`config.mk`:
```
export PLATFORM = sky130hd
export DESIGN_NAME = bcge_out_reg_flat
export DESIGN_NICKNAME = d
export VERILOG_FILES = /design/src/hw/rtl/bcge_pkg.sv /design/src/hw/rtl/bcge_res_if.sv /design/src/hw/rtl/bcge_out_reg.sv /design/src/flat_wrapper.sv
export SDC_FILE = /design/constraint.sdc
export NUM_CORES = 1
export LEC_CHECK = 0
export BUFFER_PORTS_ARGS = -buffer_cell sky130_fd_sc_hd__buf_2
export CAP_MARGIN = 20
export CORE_MARGIN = 2
export CORE_UTILIZATION = 43
export CTS_CLUSTER_SIZE = 40
export DETAILED_ROUTE_END_ITERATION = 8
export PLACE_DENSITY = 0.83
export SYNTH_ARGS = -nofsm -noshare
export SYNTH_HDL_FRONTEND = slang
export SYNTH_SLANG_ARGS = --single-unit
```
`constraint.sdc`:
```
create_clock -name clk -period 1.62 [get_ports clk]
set_clock_uncertainty 0.1 [all_clocks]
set_input_delay 0.081 -clock clk [delete_from_list [all_inputs] [get_ports clk]]
set_output_delay 0.081 -clock clk [all_outputs]
set_load 0.005 [all_outputs]
```
`src/hw/rtl/bcge_pkg.sv`:
```
package bcge_pkg;

  localparam int OP_W    = 2;
  localparam int BLOCK_W = 32;
  localparam int RUN_W   = 16;
  localparam int KIND_W  = 2;
  localparam int FETCH_W = 5;
  localparam int GEN_W   = 64;

  localparam logic [OP_W-1:0] OP_LOOKUP    = 2'd0;
  localparam logic [OP_W-1:0] OP_FILL      = 2'd1;
  localparam logic [OP_W-1:0] OP_READAHEAD = 2'd2;
  localparam logic [OP_W-1:0] OP_CLEAR     = 2'd3;

  localparam logic [KIND_W-1:0] KIND_EVICT  = 2'd0;
  localparam logic [KIND_W-1:0] KIND_LOOKUP = 2'd1;
  localparam logic [KIND_W-1:0] KIND_FILL   = 2'd2;
  localparam logic [KIND_W-1:0] KIND_CLEAR  = 2'd3;

  typedef struct packed {
    logic [KIND_W-1:0]  kind;
    logic [BLOCK_W-1:0] block_index_res;
    logic               hit;
    logic [FETCH_W-1:0] fetch_count;
    logic               refused;
    logic               last;
  } res_t;

  typedef struct packed {
    logic               tag_en;
    logic               gen_en;
    logic [BLOCK_W-1:0] tag;
    logic [GEN_W-1:0]   gen;
  } wr_t;

endpackage

```
`src/hw/rtl/bcge_res_if.sv`:
```
interface bcge_res_if;
  import bcge_pkg::*;
  logic               valid;
  logic               ready;
  logic [KIND_W-1:0]  kind;
  logic [BLOCK_W-1:0] block_index_res;
  logic               hit;
  logic [FETCH_W-1:0] fetch_count;
  logic               refused;
  logic               last;

  modport source (output valid, kind, block_index_res, hit, fetch_count, refused, last,
                  input ready);
  modport sink   (input valid, kind, block_index_res, hit, fetch_count, refused, last,
                  output ready);
endinterface

```
`src/hw/rtl/bcge_out_reg.sv`:
```
module bcge_out_reg (
  input  logic           clk,
  input  logic           rst,
  input  logic           load,
  input  bcge_pkg::res_t din,
  output logic           free,
  bcge_res_if.source     res
);
  import bcge_pkg::*;

  res_t data;
  logic valid;

  assign free = !valid || res.ready;

  always_ff @(posedge clk) begin
    if (rst) begin
      valid <= 1'b0;
    end else if (load) begin
      valid <= 1'b1;
    end else if (res.ready) begin
      valid <= 1'b0;
    end
  end

  always_ff @(posedge clk) begin
    if (load) begin
      data <= din;
    end
  end

  assign res.valid           = valid;
  assign res.kind            = data.kind;
  assign res.block_index_res = data.block_index_res;
  assign res.hit             = data.hit;
  assign res.fetch_count     = data.fetch_count;
  assign res.refused         = data.refused;
  assign res.last            = data.last;

endmodule

```
`src/flat_wrapper.sv`:
```
// flat-port wrapper written by rule: the top's interface ports become plain ports
module bcge_out_reg_flat import bcge_pkg::*;
  (clk, rst, load, din, free, res_valid, res_kind, res_block_index_res, res_hit, res_fetch_count, res_refused, res_last, res_ready);
  bcge_res_if res_i ();
  input  logic clk;
  input  logic rst;
  input  logic load;
  input  bcge_pkg::res_t din;
  output logic free;
  output wire logic [$bits(res_i.valid)-1:0] res_valid;
  output wire logic [$bits(res_i.kind)-1:0] res_kind;
  output wire logic [$bits(res_i.block_index_res)-1:0] res_block_index_res;
  output wire logic [$bits(res_i.hit)-1:0] res_hit;
  output wire logic [$bits(res_i.fetch_count)-1:0] res_fetch_count;
  output wire logic [$bits(res_i.refused)-1:0] res_refused;
  output wire logic [$bits(res_i.last)-1:0] res_last;
  input wire logic [$bits(res_i.ready)-1:0] res_ready;
  assign res_valid = res_i.valid;
  assign res_kind = res_i.kind;
  assign res_block_index_res = res_i.block_index_res;
  assign res_hit = res_i.hit;
  assign res_fetch_count = res_i.fetch_count;
  assign res_refused = res_i.refused;
  assign res_last = res_i.last;
  assign res_i.ready = res_ready;
  bcge_out_reg u_core (.clk(clk), .rst(rst), .load(load), .din(din), .free(free), .res(res_i));
endmodule
```
Word-level counts from Yosys, hierarchy flattened
Index checks and enable logic that the tools add are counted.
Cells by class
  muxes and demuxes: 2
  reductions and logical operators: 3
Operators with widths (count)
  two-way mux 1 bit: 2
  nonzero test 2 bit: 1
  logical NOT 1 bit: 1
  logical OR 1 bit: 1
Storage, ports and cells
  register bits: 43
  bits of input ports: 46
  word-level logic and storage cells: 12

Depth between registers and ports, before layout
  depth in word-level cells: 2
  mapped depth: 2
  mapped depth without buffers: 2

Worst setup path before layout
Ideal clock, no wire load.
  path kind: register -> register
  from: register, netlist name u_core.res.valid
  to: register u_core.valid (netlist: u_core.res.valid)
  library setup time: 66 ps
  arrival time: 541 ps
  data required time: 1454 ps
  setup slack: 913 ps
  cell stages (with the launch flop): 3
  path buffers: 0
  period minus slack after synthesis: 707 ps
  cells stage by stage: dfxtp_1 -> nand2b_4 -> a21oi_2
RTL lines
  end signal: assignment: line bcge_out_reg.sv:18  | valid <= 1'b0;
  end signal: assignment: line bcge_out_reg.sv:20  | valid <= 1'b1;
  end signal: assignment: line bcge_out_reg.sv:22  | valid <= 1'b0;
  end: declaration: line bcge_out_reg.sv:12  | logic valid;

==> results.toml <==
[synthesis]
synth-edff-count = 42
synth_top_family_by_area = "simple AND/OR/NAND/NOR gates"
synthAdderAreaFrac = 0
synthArstFlopShare = 0
synth-compound-area-share = 0.00670
synth_fp_nets = 92
ys_warn_count = 0
synthTopCellsByCount = "42 x edfxtp_1, 1 x a21oi_2, 1 x dfxtp_1, 1 x inv_1, 1 x nand2b_4"
synth_area_leaders = "edfxtp_1 96%, dfxtp_1 1.5%, nand2b_4 1.1%, a21oi_2 0.67%, inv_1 0.29%"
synthXorXnorAreaFrac = 0
synth_ff_type = "edfxtp_1"
yosys.area_share.simple = 0.0105
yosysTopAreaCell = "edfxtp_1"
ys_types = 5
ys_ff_latch = 43
seq_area_frac_synth = 0.980
synthCells = 46
synth_top_area_frac = 0.965
syn_area_um2 = 1310
synth.area.mux_share = 0
syn_avg_cell_area_um2 = 28.4
synth_most_common_cell = "edfxtp_1"

[clock_network]
ctsResizeCount = 0
clockRootBuffer = "clkbuf_4"
post-cts-setup-buffer-count = 0
cts_buffers = 5
htreeDepth = 2
clock_path_buffers = 2
clock_sinks = 43
cts.reportedPaths.clkPinSlew_ps = 120
cts_tree = "done"
clock_latency_ps = 350

[sta]
slew_headroom = 0.815
period_share = 0.813
rsz0062_at_grt = "no"
setup_violations = 0
period_needed_ps = 1320
finalHoldViolations = 0
fmax_mhz = 759
slew_violations = 0
worst_pin_slew_ps = 277
setup-tns-final_ps = 0

[global_route]
grt_most_used_layer = "met2"
grt_pass1_vias = 1128
grt_max_degree = 24
grt_util_met3 = 0.105
grt_pass1_wl_um = 5340
use_met2 = 0.386
antenna_found_initial = 0
grt_util_met1 = 0.239
track_usage = 0.231
grt_overflow = 0

[min_path]
hold_path_class = "primary input to flop"

[setup_path]
cp-end-kind = "flop"
startpoint_type = "flop"
worstPathMaxFanout = 2
crit_type = "flop to flop"
arrival_ps = 1520
worst_ep_required_time_ps = 1830

[drt]
drtPass1Iterations = 4
drt-initial-drc-count = 37
detail_route.vias_per_cell = 4.66
totalWireLength_um = 3710
postRouteAntennaNets = 0
drc = 0
vias = 1035
wl_per_cell_um = 16.7

[floorplanning]
fp-row-count = 20
core_um2 = 2980
initial_core_util = 0.439
die_height_um = 59.1
io_pins = 90
die_w_um = 59.1
die_area_um2 = 3500

[finish]
antenna_cells = 0
fin_util = 0.774
drive_above_1_share = 0.529
area_delta_synth_final_pct = 76.2
nets = 234
fin_cells = 222
fill_cells = 155

[run]
maxCapViolations = 0

[run_status]
outcome = "finished, final reports clean"

[placement]
gp_congestion = 0.659
dpl.cell_count = 170
io_buffers = 89

[power_and_ir_drop]
p_leak_nw = 1.01
pwr_density_cell_nw_per_um2 = 913
ir_worst_vdd_mv = 0.784
kinds of logic (layout without fill, tap and decap cells):
family | count (synthesis) | count (layout)
compound gates | 1 | 1
flops | 43 | 43
simple gates | 1 | 1
buf+inv | 1 | 144
sequential cells by signal, summed over array words and instances, names as in the netlist:
signal / cells
u_core.res.block_index_res: 32
u_core.res.fetch_count: 5
u_core.res.kind: 2
u_core.res.hit: 1
u_core.res.last: 1
u_core.res.refused: 1
u_core.res.valid: 1
critical path, cell delays in order, from the launching register on:
cell           delay, ps
dfxtp_1              410
nand2b_4              70
a21oi_2              130
dlygate4sd3_1        560
cell type report:
cell class	count	area [um2]	share of cell area
multi-input combinational	2	22.5	0.00978
sequential	43	1280	0.556
clock inverter	2	12.5	0.00543
timing repair buffer	135	901	0.391
inverter	1	3.75	0.00163
clock buffer	6	41.3	0.0179
tap	33	41.3	0.0179
metrics by stage:
step                      total power, mW  worst slack [ps]  hold slack (ps)  cell area [um2]
after detailed placement             1.54               739              143             1810
after global placement               1.53               755              140             1810
after CTS                            2.10               349              118             2300
final                                2.10               303              122             2300
after global routing                 2.19               280              111             2300
after floorplan                      1.38               913             43.4             1310
cell usage in the layout, fill, tap and decap left out:
master          n
dlygate4sd3_1  44
buf_2          89
inv_1           1
nand2b_4        1
clkinvlp_4      1
a21oi_2         1
dfxtp_1         1
clkbuf_1        1
edfxtp_1       42
clkbuf_4        5
buf_4           2
clkinv_2        1
worst paths after layout:
| path | startpoint | slack (ps) | to | depth (start not counted) |
|---|---|---|---|---|
| worst max-delay path | u_core.res.valid | 300 | u_core.res.valid | 3 |
| worst min-delay path | load | 120 | u_core.res.block_index_res[7] | 2 |
| worst max register to register | u_core.res.valid | 300 | u_core.res.valid | 3 |
| worst min register to register | u_core.res.valid | 990 | u_core.res.valid | 3 |
timing repair:
action / CTS / global route
hold buffers: 44 / 0
hold endpoints to repair: 43 / 0
setup endpoints to repair: 0 / 0
report_power, final:
part | internal [mW] | total (mW) | switching (mW)
Clock | 0.168 | 0.491 | 0.323
Sequential | 1.32 | 1.34 | 0.0267
Combinational | 0.167 | 0.270 | 0.103
Total | 1.65 | 2.10 | 0.453
routing by layer:
layer  share of wire  vias up
met3            0.12       16
li1                -      466
met4           0.040        0
met1            0.34      472
met2            0.50       81
met5               0        -
(Power assumes the default switching activity.)
